==> src/hdl/rmslm_pkg.sv <==
`default_nettype none

package rmslm_pkg;

  // Defaults for the top-level parameters.
  localparam int MAX_FRAMES_DEF  = 1024;
  localparam int SAMPLE_BITS_DEF = 16;

  // Field and register widths.
  localparam int CFG_W    = 11;
  localparam int LEVEL_W  = 15;
  localparam int COUNT_W  = 16;
  localparam int COEF_W   = 16;
  localparam int OUT_W    = ((2 * LEVEL_W + COUNT_W + 7) / 8) * 8;

  localparam logic [CFG_W-1:0] FPB_RESET = CFG_W'(256);

  // 0.93 and 0.07 in Q0.16.
  localparam logic [COEF_W-1:0] SMOOTH_OLD = COEF_W'(60948);
  localparam logic [COEF_W-1:0] SMOOTH_NEW = COEF_W'(4588);

  // Queue between the accumulator and the arithmetic back end.
  localparam int QUEUE_DEPTH = 2;

  // Register interface.
  localparam int APB_ADDR_W = 3;
  localparam int APB_DATA_W = 32;
  localparam int REG_IDX_W  = APB_ADDR_W - 2;
  localparam logic [REG_IDX_W-1:0] REG_FRAMES_PER_BUFFER = REG_IDX_W'(0);

  typedef enum logic [2:0] {
    BK_IDLE,
    BK_DIV,
    BK_SQRT,
    BK_MUL,
    BK_SUM
  } back_state_t;

endpackage

`default_nettype wire

==> src/hdl/rmslm_fifo.sv <==
`default_nettype none

module rmslm_fifo #(
  parameter int WIDTH = 8,
  parameter int DEPTH = 2
) (
  input  wire logic                       clk,
  input  wire logic                       rst,
  input  wire logic                       push,
  input  wire logic [WIDTH-1:0]           push_data,
  input  wire logic                       pop,
  output logic      [WIDTH-1:0]           pop_data,
  output logic                            empty,
  output logic      [$clog2(DEPTH+1)-1:0] level
);

  localparam int PTR_W = (DEPTH > 1) ? $clog2(DEPTH) : 1;
  localparam int LVL_W = $clog2(DEPTH + 1);

  logic [WIDTH-1:0] slots [DEPTH];
  logic [PTR_W-1:0] wr_ptr;
  logic [PTR_W-1:0] rd_ptr;
  logic [LVL_W-1:0] fill;

  logic do_push;
  logic do_pop;

  assign do_push  = push && (fill != LVL_W'(DEPTH));
  assign do_pop   = pop && (fill != '0);
  assign pop_data = slots[rd_ptr];
  assign empty    = (fill == '0);
  assign level    = fill;

  always_ff @(posedge clk) begin
    if (rst) begin
      wr_ptr <= '0;
      rd_ptr <= '0;
      fill   <= '0;
    end else begin
      if (do_push) begin
        wr_ptr <= (wr_ptr == PTR_W'(DEPTH - 1)) ? '0 : wr_ptr + 1'b1;
      end
      if (do_pop) begin
        rd_ptr <= (rd_ptr == PTR_W'(DEPTH - 1)) ? '0 : rd_ptr + 1'b1;
      end
      if (do_push && !do_pop) begin
        fill <= fill + 1'b1;
      end else if (do_pop && !do_push) begin
        fill <= fill - 1'b1;
      end
    end
  end

  always_ff @(posedge clk) begin
    if (do_push) begin
      slots[wr_ptr] <= push_data;
    end
  end

endmodule

`default_nettype wire

==> src/hdl/rmslm_front.sv <==
`default_nettype none

module rmslm_front #(
  parameter int SAMPLE_BITS = rmslm_pkg::SAMPLE_BITS_DEF,
  parameter int MAX_FRAMES  = rmslm_pkg::MAX_FRAMES_DEF,
  parameter int SUM_W       = 42,
  parameter int CNT_W       = 11,
  parameter int QDEPTH      = rmslm_pkg::QUEUE_DEPTH
) (
  input  wire logic                             clk,
  input  wire logic                             rst,
  input  wire logic                             in_valid,
  output logic                                  in_ready,
  input  wire logic [SAMPLE_BITS-1:0]           sample_left,
  input  wire logic [SAMPLE_BITS-1:0]           sample_right,
  input  wire logic [rmslm_pkg::CFG_W-1:0]      frames_per_buffer,
  input  wire logic [$clog2(QDEPTH+1)-1:0]      queue_level,
  output logic                                  push,
  output logic      [SUM_W-1:0]                 push_sum,
  output logic      [CNT_W-1:0]                 push_frames
);

  localparam int SB    = SAMPLE_BITS;
  localparam int LVL_W = $clog2(QDEPTH + 1);
  localparam int CMP_W = (CNT_W > rmslm_pkg::CFG_W) ? CNT_W : rmslm_pkg::CFG_W;
  localparam logic [CMP_W-1:0] MAX_LEN = CMP_W'(MAX_FRAMES);

  logic [SB-1:0]    mag_l;
  logic [SB-1:0]    mag_r;
  logic [2*SB-1:0]  sq_l;
  logic [2*SB-1:0]  sq_r;
  logic             sq_valid;
  logic [SUM_W-1:0] square_sum;
  logic [CNT_W-1:0] frame_count;
  logic [SUM_W-1:0] square_sum_next;
  logic [CNT_W-1:0] frame_count_next;
  logic [CMP_W-1:0] fpb_ext;
  logic [CMP_W-1:0] len;
  logic             close;
  logic             accept;

  // The most negative sample has a magnitude that still fits as unsigned.
  assign mag_l = sample_left[SB-1]  ? SB'(~sample_left + 1'b1)  : sample_left;
  assign mag_r = sample_right[SB-1] ? SB'(~sample_right + 1'b1) : sample_right;

  // Leave room for the frame already in the squaring stage.
  assign in_ready = ((LVL_W+1)'(queue_level) + (LVL_W+1)'(sq_valid)) < (LVL_W+1)'(QDEPTH);
  assign accept   = in_valid && in_ready;

  assign fpb_ext = CMP_W'(frames_per_buffer);

  always_comb begin
    if (frames_per_buffer == '0) begin
      len = CMP_W'(1);
    end else if (fpb_ext > MAX_LEN) begin
      len = MAX_LEN;
    end else begin
      len = fpb_ext;
    end
  end

  assign square_sum_next  = square_sum + SUM_W'(sq_l) + SUM_W'(sq_r);
  assign frame_count_next = frame_count + 1'b1;
  assign close            = CMP_W'(frame_count_next) >= len;

  assign push        = sq_valid && close;
  assign push_sum    = square_sum_next;
  assign push_frames = frame_count_next;

  always_ff @(posedge clk) begin
    if (accept) begin
      sq_l <= mag_l * mag_l;
      sq_r <= mag_r * mag_r;
    end
  end

  always_ff @(posedge clk) begin
    if (rst) begin
      sq_valid    <= 1'b0;
      square_sum  <= '0;
      frame_count <= '0;
    end else begin
      sq_valid <= accept;
      if (sq_valid) begin
        if (close) begin
          square_sum  <= '0;
          frame_count <= '0;
        end else begin
          square_sum  <= square_sum_next;
          frame_count <= frame_count_next;
        end
      end
    end
  end

endmodule

`default_nettype wire

==> src/hdl/rmslm_back.sv <==
`default_nettype none

module rmslm_back #(
  parameter int SUM_W = 42,
  parameter int CNT_W = 11
) (
  input  wire logic                              clk,
  input  wire logic                              rst,
  input  wire logic                              job_ready,
  input  wire logic [SUM_W-1:0]                  job_sum,
  input  wire logic [CNT_W-1:0]                  job_frames,
  output logic                                   job_pop,
  output logic                                   out_valid,
  input  wire logic                              out_ready,
  output logic      [rmslm_pkg::LEVEL_W-1:0]     rms_level,
  output logic      [rmslm_pkg::LEVEL_W-1:0]     smoothed_level,
  output logic      [rmslm_pkg::COUNT_W-1:0]     buffer_count
);

  localparam int LW     = rmslm_pkg::LEVEL_W;
  localparam int CW     = rmslm_pkg::COEF_W;
  localparam int QW     = SUM_W - 3;
  localparam int ITER   = (QW + 1) / 2;
  localparam int RW     = 2 * ITER;
  localparam int STEP_W = $clog2(QW + 1);
  localparam int PROD_W = CW + LW;
  localparam logic [RW-1:0] BIT_INIT = RW'(1) << (RW - 2);

  rmslm_pkg::back_state_t state;
  rmslm_pkg::back_state_t state_next;

  logic [STEP_W-1:0] step;
  logic [QW-1:0]     div_q;
  logic [CNT_W-1:0]  div_r;
  logic [CNT_W-1:0]  div_n;
  logic [RW-1:0]     sq_res;
  logic [RW-1:0]     sq_bit;
  logic [PROD_W-1:0] prod_old;
  logic [PROD_W-1:0] prod_new;
  logic [LW-1:0]     rms_hold;
  logic [PROD_W:0]   smooth_sum;

  logic div_en;
  logic sq_en;
  logic mul_en;
  logic out_load;
  logic div_last;
  logic sq_last;

  logic [CNT_W:0] div_trial;
  logic           div_ge;
  logic [RW-1:0]  sq_trial;
  logic [RW-1:0]  sq_x;
  logic           sq_ge;

  assign div_last = (step == STEP_W'(QW - 1));
  assign sq_last  = (step == STEP_W'(ITER - 1));

  // Restoring division of sum/8 by the frame count, one quotient bit a cycle.
  // The dividend register shifts out from the top while quotient bits enter below.
  assign div_trial = {div_r, div_q[QW-1]};
  assign div_ge    = div_trial >= {1'b0, div_n};

  // Square root, two radicand bits a cycle; the quotient register holds the radicand.
  assign sq_x     = RW'(div_q);
  assign sq_trial = sq_res + sq_bit;
  assign sq_ge    = sq_x >= sq_trial;

  assign smooth_sum = (PROD_W+1)'(prod_old) + (PROD_W+1)'(prod_new);

  always_comb begin
    state_next = state;
    unique case (state)
      rmslm_pkg::BK_IDLE: if (job_ready) state_next = rmslm_pkg::BK_DIV;
      rmslm_pkg::BK_DIV:  if (div_last) state_next = rmslm_pkg::BK_SQRT;
      rmslm_pkg::BK_SQRT: if (sq_last) state_next = rmslm_pkg::BK_MUL;
      rmslm_pkg::BK_MUL:  state_next = rmslm_pkg::BK_SUM;
      rmslm_pkg::BK_SUM:  if (!out_valid || out_ready) state_next = rmslm_pkg::BK_IDLE;
      default:            state_next = rmslm_pkg::BK_IDLE;
    endcase
  end

  always_comb begin
    job_pop  = 1'b0;
    div_en   = 1'b0;
    sq_en    = 1'b0;
    mul_en   = 1'b0;
    out_load = 1'b0;
    unique case (state)
      rmslm_pkg::BK_IDLE: job_pop = job_ready;
      rmslm_pkg::BK_DIV:  div_en = 1'b1;
      rmslm_pkg::BK_SQRT: sq_en = 1'b1;
      rmslm_pkg::BK_MUL:  mul_en = 1'b1;
      rmslm_pkg::BK_SUM:  out_load = !out_valid || out_ready;
      default:            job_pop = 1'b0;
    endcase
  end

  always_ff @(posedge clk) begin
    if (rst) begin
      state          <= rmslm_pkg::BK_IDLE;
      step           <= '0;
      out_valid      <= 1'b0;
      smoothed_level <= '0;
      buffer_count   <= '0;
    end else begin
      state <= state_next;
      if (job_pop || (div_en && div_last) || (sq_en && sq_last)) begin
        step <= '0;
      end else if (div_en || sq_en) begin
        step <= step + 1'b1;
      end
      if (out_load) begin
        out_valid      <= 1'b1;
        smoothed_level <= smooth_sum[CW +: LW];
        buffer_count   <= buffer_count + 1'b1;
      end else if (out_ready) begin
        out_valid <= 1'b0;
      end
    end
  end

  always_ff @(posedge clk) begin
    if (job_pop) begin
      div_q <= job_sum[SUM_W-1:3];
      div_r <= '0;
      div_n <= job_frames;
    end else if (div_en) begin
      div_r <= div_ge ? CNT_W'(div_trial - {1'b0, div_n}) : div_trial[CNT_W-1:0];
      div_q <= {div_q[QW-2:0], div_ge};
    end else if (sq_en && sq_ge) begin
      div_q <= QW'(sq_x - sq_trial);
    end

    if (div_en && div_last) begin
      sq_res <= '0;
      sq_bit <= BIT_INIT;
    end else if (sq_en) begin
      sq_res <= sq_ge ? (sq_res >> 1) + sq_bit : sq_res >> 1;
      sq_bit <= sq_bit >> 2;
    end

    if (mul_en) begin
      rms_hold <= LW'(sq_res);
      prod_old <= PROD_W'(rmslm_pkg::SMOOTH_OLD) * PROD_W'(smoothed_level);
      prod_new <= PROD_W'(rmslm_pkg::SMOOTH_NEW) * PROD_W'(LW'(sq_res));
    end

    if (out_load) begin
      rms_level <= rms_hold;
    end
  end

endmodule

`default_nettype wire

==> src/hdl/stereo_rms_level_meter.sv <==
`default_nettype none

// Stereo RMS level meter. Each input transaction is one stereo frame of two
// signed samples (left in the low half of s_tdata). After frames_per_buffer
// frames (0 acts as 1, values above MAX_FRAMES act as MAX_FRAMES) one output
// transaction carries the RMS of the halved samples over the buffer, the
// exponentially smoothed level (0.93 old, 0.07 new) and a wrapping buffer
// count. Frames are taken one per clock while the queue is empty; while it
// holds a buffer, a frame is taken only when none is in the squaring stage.
// The squares are registered and then accumulated. Each completed buffer is
// queued (two deep) for the back end, which takes it from the queue, divides
// it by the frame count (one quotient bit a cycle), takes the square root
// (two bits a cycle) and then smooths and outputs the level. The sum is
// SUM_W = 2*SAMPLE_BITS + clog2(MAX_FRAMES) bits wide, at most 64. Short
// buffers that finish faster than the back end works them off fill the queue
// and hold s_tready low.
// frames_per_buffer sits at byte address 0 of the register port and is only
// to be changed while no frame is in flight.
module stereo_rms_level_meter #(
  parameter int MAX_FRAMES  = rmslm_pkg::MAX_FRAMES_DEF,
  parameter int SAMPLE_BITS = rmslm_pkg::SAMPLE_BITS_DEF
) (
  input  wire logic                                   clk,
  input  wire logic                                   rst,
  // Frame input.
  input  wire logic                                   s_tvalid,
  output logic                                        s_tready,
  // sample_left, sample_right
  input  wire logic [((2*SAMPLE_BITS+7)/8)*8-1:0]     s_tdata,
  // Level output.
  output logic                                        m_tvalid,
  input  wire logic                                   m_tready,
  // rms_level, smoothed_level, buffer_count, zero pad
  output logic      [rmslm_pkg::OUT_W-1:0]            m_tdata,
  // Register port.
  input  wire logic                                   psel,
  input  wire logic                                   penable,
  input  wire logic                                   pwrite,
  input  wire logic [rmslm_pkg::APB_ADDR_W-1:0]       paddr,
  input  wire logic [rmslm_pkg::APB_DATA_W-1:0]       pwdata,
  output logic      [rmslm_pkg::APB_DATA_W-1:0]       prdata,
  output logic                                        pready
);

  localparam int SB     = SAMPLE_BITS;
  localparam int RAW_W  = 2 * SB + $clog2(MAX_FRAMES);
  localparam int SUM_W  = (RAW_W > 64) ? 64 : RAW_W;
  localparam int CNT_W  = $clog2(MAX_FRAMES + 1);
  localparam int QD     = rmslm_pkg::QUEUE_DEPTH;
  localparam int LVL_W  = $clog2(QD + 1);
  localparam int JOB_W  = SUM_W + CNT_W;
  localparam int LW     = rmslm_pkg::LEVEL_W;
  localparam int PAD_W  = rmslm_pkg::OUT_W - 2 * LW - rmslm_pkg::COUNT_W;

  logic [rmslm_pkg::CFG_W-1:0]     frames_per_buffer;
  logic [rmslm_pkg::REG_IDX_W-1:0] reg_idx;
  logic                            reg_write;

  logic             push;
  logic [SUM_W-1:0] push_sum;
  logic [CNT_W-1:0] push_frames;
  logic [JOB_W-1:0] job_data;
  logic             job_empty;
  logic             job_pop;
  logic [LVL_W-1:0] queue_level;

  logic [LW-1:0]                     rms_level;
  logic [LW-1:0]                     smoothed_level;
  logic [rmslm_pkg::COUNT_W-1:0]     buffer_count;

  assign pready    = 1'b1;
  assign reg_idx   = paddr[rmslm_pkg::APB_ADDR_W-1:2];
  assign reg_write = psel && penable && pwrite && pready;

  always_ff @(posedge clk) begin
    if (rst) begin
      frames_per_buffer <= rmslm_pkg::FPB_RESET;
    end else if (reg_write && reg_idx == rmslm_pkg::REG_FRAMES_PER_BUFFER) begin
      frames_per_buffer <= pwdata[rmslm_pkg::CFG_W-1:0];
    end
  end

  always_comb begin
    prdata = '0;
    if (reg_idx == rmslm_pkg::REG_FRAMES_PER_BUFFER) begin
      prdata = rmslm_pkg::APB_DATA_W'(frames_per_buffer);
    end
  end

  rmslm_front #(
    .SAMPLE_BITS (SAMPLE_BITS),
    .MAX_FRAMES  (MAX_FRAMES),
    .SUM_W       (SUM_W),
    .CNT_W       (CNT_W),
    .QDEPTH      (QD)
  ) u_front (
    .clk               (clk),
    .rst               (rst),
    .in_valid          (s_tvalid),
    .in_ready          (s_tready),
    .sample_left       (s_tdata[SB-1:0]),
    .sample_right      (s_tdata[2*SB-1:SB]),
    .frames_per_buffer (frames_per_buffer),
    .queue_level       (queue_level),
    .push              (push),
    .push_sum          (push_sum),
    .push_frames       (push_frames)
  );

  rmslm_fifo #(
    .WIDTH (JOB_W),
    .DEPTH (QD)
  ) u_queue (
    .clk       (clk),
    .rst       (rst),
    .push      (push),
    .push_data ({push_frames, push_sum}),
    .pop       (job_pop),
    .pop_data  (job_data),
    .empty     (job_empty),
    .level     (queue_level)
  );

  rmslm_back #(
    .SUM_W (SUM_W),
    .CNT_W (CNT_W)
  ) u_back (
    .clk            (clk),
    .rst            (rst),
    .job_ready      (!job_empty),
    .job_sum        (job_data[SUM_W-1:0]),
    .job_frames     (job_data[JOB_W-1:SUM_W]),
    .job_pop        (job_pop),
    .out_valid      (m_tvalid),
    .out_ready      (m_tready),
    .rms_level      (rms_level),
    .smoothed_level (smoothed_level),
    .buffer_count   (buffer_count)
  );

  assign m_tdata = {{PAD_W{1'b0}}, buffer_count, smoothed_level, rms_level};

endmodule

`default_nettype wire

==> config.mk <==
export PLATFORM = sky130hd
export DESIGN_NAME = stereo_rms_level_meter
export DESIGN_NICKNAME = d
export VERILOG_FILES = /design/src/hdl/rmslm_pkg.sv /design/src/hdl/rmslm_fifo.sv /design/src/hdl/rmslm_front.sv /design/src/hdl/rmslm_back.sv /design/src/hdl/stereo_rms_level_meter.sv
export SDC_FILE = /design/constraint.sdc
export NUM_CORES = 2
export LEC_CHECK = 0
export BUFFER_PORTS_ARGS = -buffer_cell sky130_fd_sc_hd__buf_4
export CAP_MARGIN = 0
export CORE_MARGIN = 1
export CORE_UTILIZATION = 57
export DETAILED_ROUTE_END_ITERATION = 12
export GPL_TIMING_DRIVEN = 0
export PLACE_DENSITY = 0.74
export SLEW_MARGIN = 5
export SYNTH_ARGS = -nofsm -noshare
export SYNTH_HDL_FRONTEND = slang
export SYNTH_SLANG_ARGS = --single-unit
==> constraint.sdc <==
create_clock -name clk -period 11.3 [get_ports clk]
set_input_delay 1.695 -clock clk [delete_from_list [all_inputs] [get_ports clk]]
set_output_delay 1.695 -clock clk [all_outputs]
set_load 0.03 [all_outputs]
==> metrics <==
FF-to-FF Start=u_back.sq_res[2]; type of the most critical hold path=flop to flop; number of sinks on the clock net=around 480; sum of routed wire length over all layers=around 110000 um; status=complete, but fails checks; Placement Setup Slack=around 0.24 ns; start-to-end type of the worst setup path=input port to flop; number of H-tree levels=2; DR WL/cell=between 15 and 20 um; wire length of the first global-routing pass=180000 um; routed vias=35100; post-synthesis compound-gate area fraction=about an eighth; type of element capturing the critical path=flop; pin count of the biggest net entering global routing=64; area share of and/or/nand/nor cells after synthesis=11.4%; actual slew at the worst max-slew pin=between 1 and 1.5 ns; reg2reg end=u_back.div_q[20]; xor/xnor share of the synthesized area=about 5.7%; number of cells on the worst reg-to-reg path=24; Reg clk slew, reported paths=around 0.060 ns; sequential-to-total area share from yosys stat=a little over a quarter; hold violation total from the final report=0; pins over their slew limit=0; latest clock arrival within the worst-skew pair=approximately 0.63 ns; Hold Path Stages=0; antenna cells=0; Overflow after GRT=0; startpoint types=input port; dpl hpwl=between 80000 and 90000 um; Slew Limit Headroom=15.8%; DRC Markers=2; worst reg2reg setup slack=4.39 ns; violated checks=DRC; Total Die Area=roughly 0.084 mm2; Filler cells=6761; endpoint of the worst hold-timing path=u_back.rms_level[6]; fin crit share=a little over 90%; achievable clock frequency=roughly 96 MHz; maximum fanout along the worst path=11; post-CTS setup-driven buffer insertion count=0; unrepaired setup endpoints after global routing=no; CP Launch Point=s_tdata[16]; Max Cap Viol=0; Final Core Density=between 60 and 70%; flip-flop and latch count after synthesis=478; Yosys warnings=0; hold path startpoint=u_back.rms_hold[6]; overall routing resource usage=a little over a quarter; synthesized area per cell=9.70 um2; Multi-input gate area=around 0.031 mm2; die extent in y=roughly 290 um; Cell Rows=~110; share of synthesized area spent on multiplexers=between 1 and 1.5%; Resize count post-CTS=0; worst path required time=roughly 12 ns; predominant post-synthesis flop cell=sky130_fd_sc_hd__edfxtp_1; Clock Path Buffers=3; clock period minus final worst setup slack=around 10 ns; synth unique cells=99; antenna violation net count after detailed routing=0; total negative slack=0 ns; arrival time reported for the critical path endpoint=10.82 ns; proportion of layout cells with a drive suffix above 1=under 10%; detailed-router iteration count before antenna repair=10; area added between synthesis and finish=9.32%; synthesized netlist cell count=around 4900; main combinational cell family by area after synthesis=adder cells; vias in the first global route=~36000; post-detailed-route via-to-cell ratio=approximately 5.7; Synth Cell Area=about 0.047 mm2; number of buffers created by CTS=54; min setup slack post-route=0.849 ns; floorplan core area=slightly above 0.08 mm2; number of antenna violations at the first check in global routing=1; FFs w/ async S/R, synth=0%; Layout Nets=roughly 6200; port bufs=around 110; Setup Viol. Count Final=0; TritonCTS clock tree=built; routability congestion estimate=about 0.94; adder and majority cell fraction of the synthesized area=a little over a third; worst setup skew after layout=around 0.034 ns; 1st-iter DRT viols=2279; initial standard-cell utilization of the core=between 50% and 60%; Root Buffer=sky130_fd_sc_hd__clkbuf_16; number of flops mapped to enable cells by yosys=296; hold bufs inserted after CTS=0; Top-Level Pins=about 160; area occupied by registers=0.0125 mm2; DIE WIDTH=around 290 um
## layout by cell type, fill, tap and decap left out, types with 12 or more instances in the layout
| master | n |
|---|---|
| sky130_fd_sc_hd__o211ai_1 | 13 |
| sky130_fd_sc_hd__a21o_1 | 83 |
| sky130_fd_sc_hd__o21ai_1 | 27 |
| sky130_fd_sc_hd__xnor2_1 | 177 |
| sky130_fd_sc_hd__clkbuf_16 | 55 |
| sky130_fd_sc_hd__a21oi_1 | 333 |
| sky130_fd_sc_hd__edfxtp_1 | 296 |
| sky130_fd_sc_hd__o21a_1 | 36 |
| sky130_fd_sc_hd__clkinv_1 | 15 |
| sky130_fd_sc_hd__nor3_1 | 37 |
| sky130_fd_sc_hd__fa_1 | 485 |
| sky130_fd_sc_hd__nand4_1 | 32 |
| sky130_fd_sc_hd__ha_1 | 545 |
| sky130_fd_sc_hd__nand2_1 | 405 |
| sky130_fd_sc_hd__xor2_1 | 126 |
| sky130_fd_sc_hd__o31a_1 | 13 |
| sky130_fd_sc_hd__nand3b_1 | 15 |
| sky130_fd_sc_hd__nor2_1 | 331 |
| sky130_fd_sc_hd__conb_1 | 48 |
| sky130_fd_sc_hd__buf_4 | 139 |
| sky130_fd_sc_hd__clkbuf_1 | 107 |
| sky130_fd_sc_hd__nand2b_1 | 57 |
| sky130_fd_sc_hd__o21bai_1 | 34 |
| sky130_fd_sc_hd__inv_1 | 712 |
| sky130_fd_sc_hd__o21ai_0 | 154 |
| sky130_fd_sc_hd__nor3b_1 | 12 |
| sky130_fd_sc_hd__mux2_2 | 16 |
| sky130_fd_sc_hd__o31ai_1 | 26 |
| sky130_fd_sc_hd__a31oi_1 | 48 |
| sky130_fd_sc_hd__nand3_1 | 97 |
| sky130_fd_sc_hd__a211oi_1 | 52 |
| sky130_fd_sc_hd__mux2i_1 | 42 |
| sky130_fd_sc_hd__dfxtp_1 | 182 |
| sky130_fd_sc_hd__or3_1 | 16 |
| sky130_fd_sc_hd__nor2b_1 | 54 |
| sky130_fd_sc_hd__and2_1 | 25 |
| sky130_fd_sc_hd__and3_1 | 34 |
## critical path, stage by stage
cell	delay, ns
sky130_fd_sc_hd__buf_4	0.15
sky130_fd_sc_hd__clkinv_1	0.21
sky130_fd_sc_hd__clkbuf_1	0.56
sky130_fd_sc_hd__ha_1	0.29
sky130_fd_sc_hd__nand3b_1	0.14
sky130_fd_sc_hd__or4_1	0.57
sky130_fd_sc_hd__o41ai_1	0.35
sky130_fd_sc_hd__xor2_1	0.79
sky130_fd_sc_hd__inv_2	0.29
sky130_fd_sc_hd__nand2_1	0.18
sky130_fd_sc_hd__fa_1	0.45
sky130_fd_sc_hd__fa_1	0.51
sky130_fd_sc_hd__inv_1	0.05
sky130_fd_sc_hd__fa_1	0.52
sky130_fd_sc_hd__fa_1	0.44
sky130_fd_sc_hd__fa_1	0.54
sky130_fd_sc_hd__inv_1	0.05
sky130_fd_sc_hd__fa_1	0.52
sky130_fd_sc_hd__inv_1	0.04
sky130_fd_sc_hd__ha_1	0.36
sky130_fd_sc_hd__a2111o_1	0.43
sky130_fd_sc_hd__o311a_1	0.33
sky130_fd_sc_hd__o41ai_2	0.41
sky130_fd_sc_hd__o211ai_1	0.25
sky130_fd_sc_hd__a211oi_1	0.29
sky130_fd_sc_hd__o21bai_1	0.11
sky130_fd_sc_hd__a21oi_1	0.18
sky130_fd_sc_hd__xnor2_1	0.09
## synthesized netlist by cell type (83+ instances only)
library cell,instances,area [um2]
sky130_fd_sc_hd__inv_1,712,2670
sky130_fd_sc_hd__ha_1,545,6820
sky130_fd_sc_hd__fa_1,485,9710
sky130_fd_sc_hd__nand2_1,405,1520
sky130_fd_sc_hd__a21oi_1,333,1670
sky130_fd_sc_hd__nor2_1,331,1240
sky130_fd_sc_hd__edfxtp_1,296,8890
sky130_fd_sc_hd__dfxtp_1,182,3640
sky130_fd_sc_hd__xnor2_1,177,1550
sky130_fd_sc_hd__o21ai_0,155,776
sky130_fd_sc_hd__xor2_1,126,1100
sky130_fd_sc_hd__clkbuf_1,100,375
sky130_fd_sc_hd__nand3_1,97,485
sky130_fd_sc_hd__a21o_1,83,623
## state kept, by name, indices dropped and copies added, names as in the netlist, 15 cells and up, named ones only
register               count
u_queue.slots            100
u_back.div_q              39
u_back.rms_level          15
u_back.prod_new           25
u_back.prod_old           29
u_front.sq_r              31
u_back.smoothed_level     15
u_front.sq_l              31
u_back.rms_hold           15
u_front.square_sum        42
u_back.sq_bit             20
u_back.sq_res             40
u_back.buffer_count       16
## metal layers
metal	wire [um]	vias to the layer above	GRT usage [%]
li1	-	16800	-
met1	46600	17100	34.6
met2	56100	920	47.7
met3	5420	226	3.42
met4	3590	0	8.87
met5	0	-	0
## logic make-up after synthesis
family | after synthesis
compound gates | 938
xor+xnor | 304
flops | 478
fa+ha+maj | 1030
buf+inv | 879
other cells | 2
simple gates | 1163
mux | 59
## worst max path at each step
stage	cells past startpoint	endpoint	slack, ns
after CTS	28	u_front.sq_r[30]	0.87
after floorplan	28	u_front.sq_r[30]	1.91
final	28	u_front.sq_r[30]	0.85
after detailed placement	28	u_front.sq_r[30]	0.24
after global placement	29	u_front.sq_r[30]	0.25
after global routing	28	u_front.sq_r[30]	0.29
## area by class of cell
cell class | instances | share of cell area, %
plain buffers | 154 | 1.44
clock buffers | 64 | 2.76
clock inverters | 38 | 0.994
inverters | 725 | 5.29
multi-input cells | 3542 | 60.8
flip-flops and latches | 478 | 24.3
well taps | 1070 | 2.60
repair buffers | 115 | 1.79
## metrics by stage
step	std cells	area (um2)	hold slack, ns
floorplan	4899	47300	0.400
global placement	6077	49400	0.402
detailed placement	6084	49500	0.405
CTS	6186	51500	0.418
global route	6186	51500	0.427
finish	6186	51500	0.417
Power is left out: the tool's default activity adds up to more than one toggle a clock period on the data nets, which glitch-free logic cannot reach.
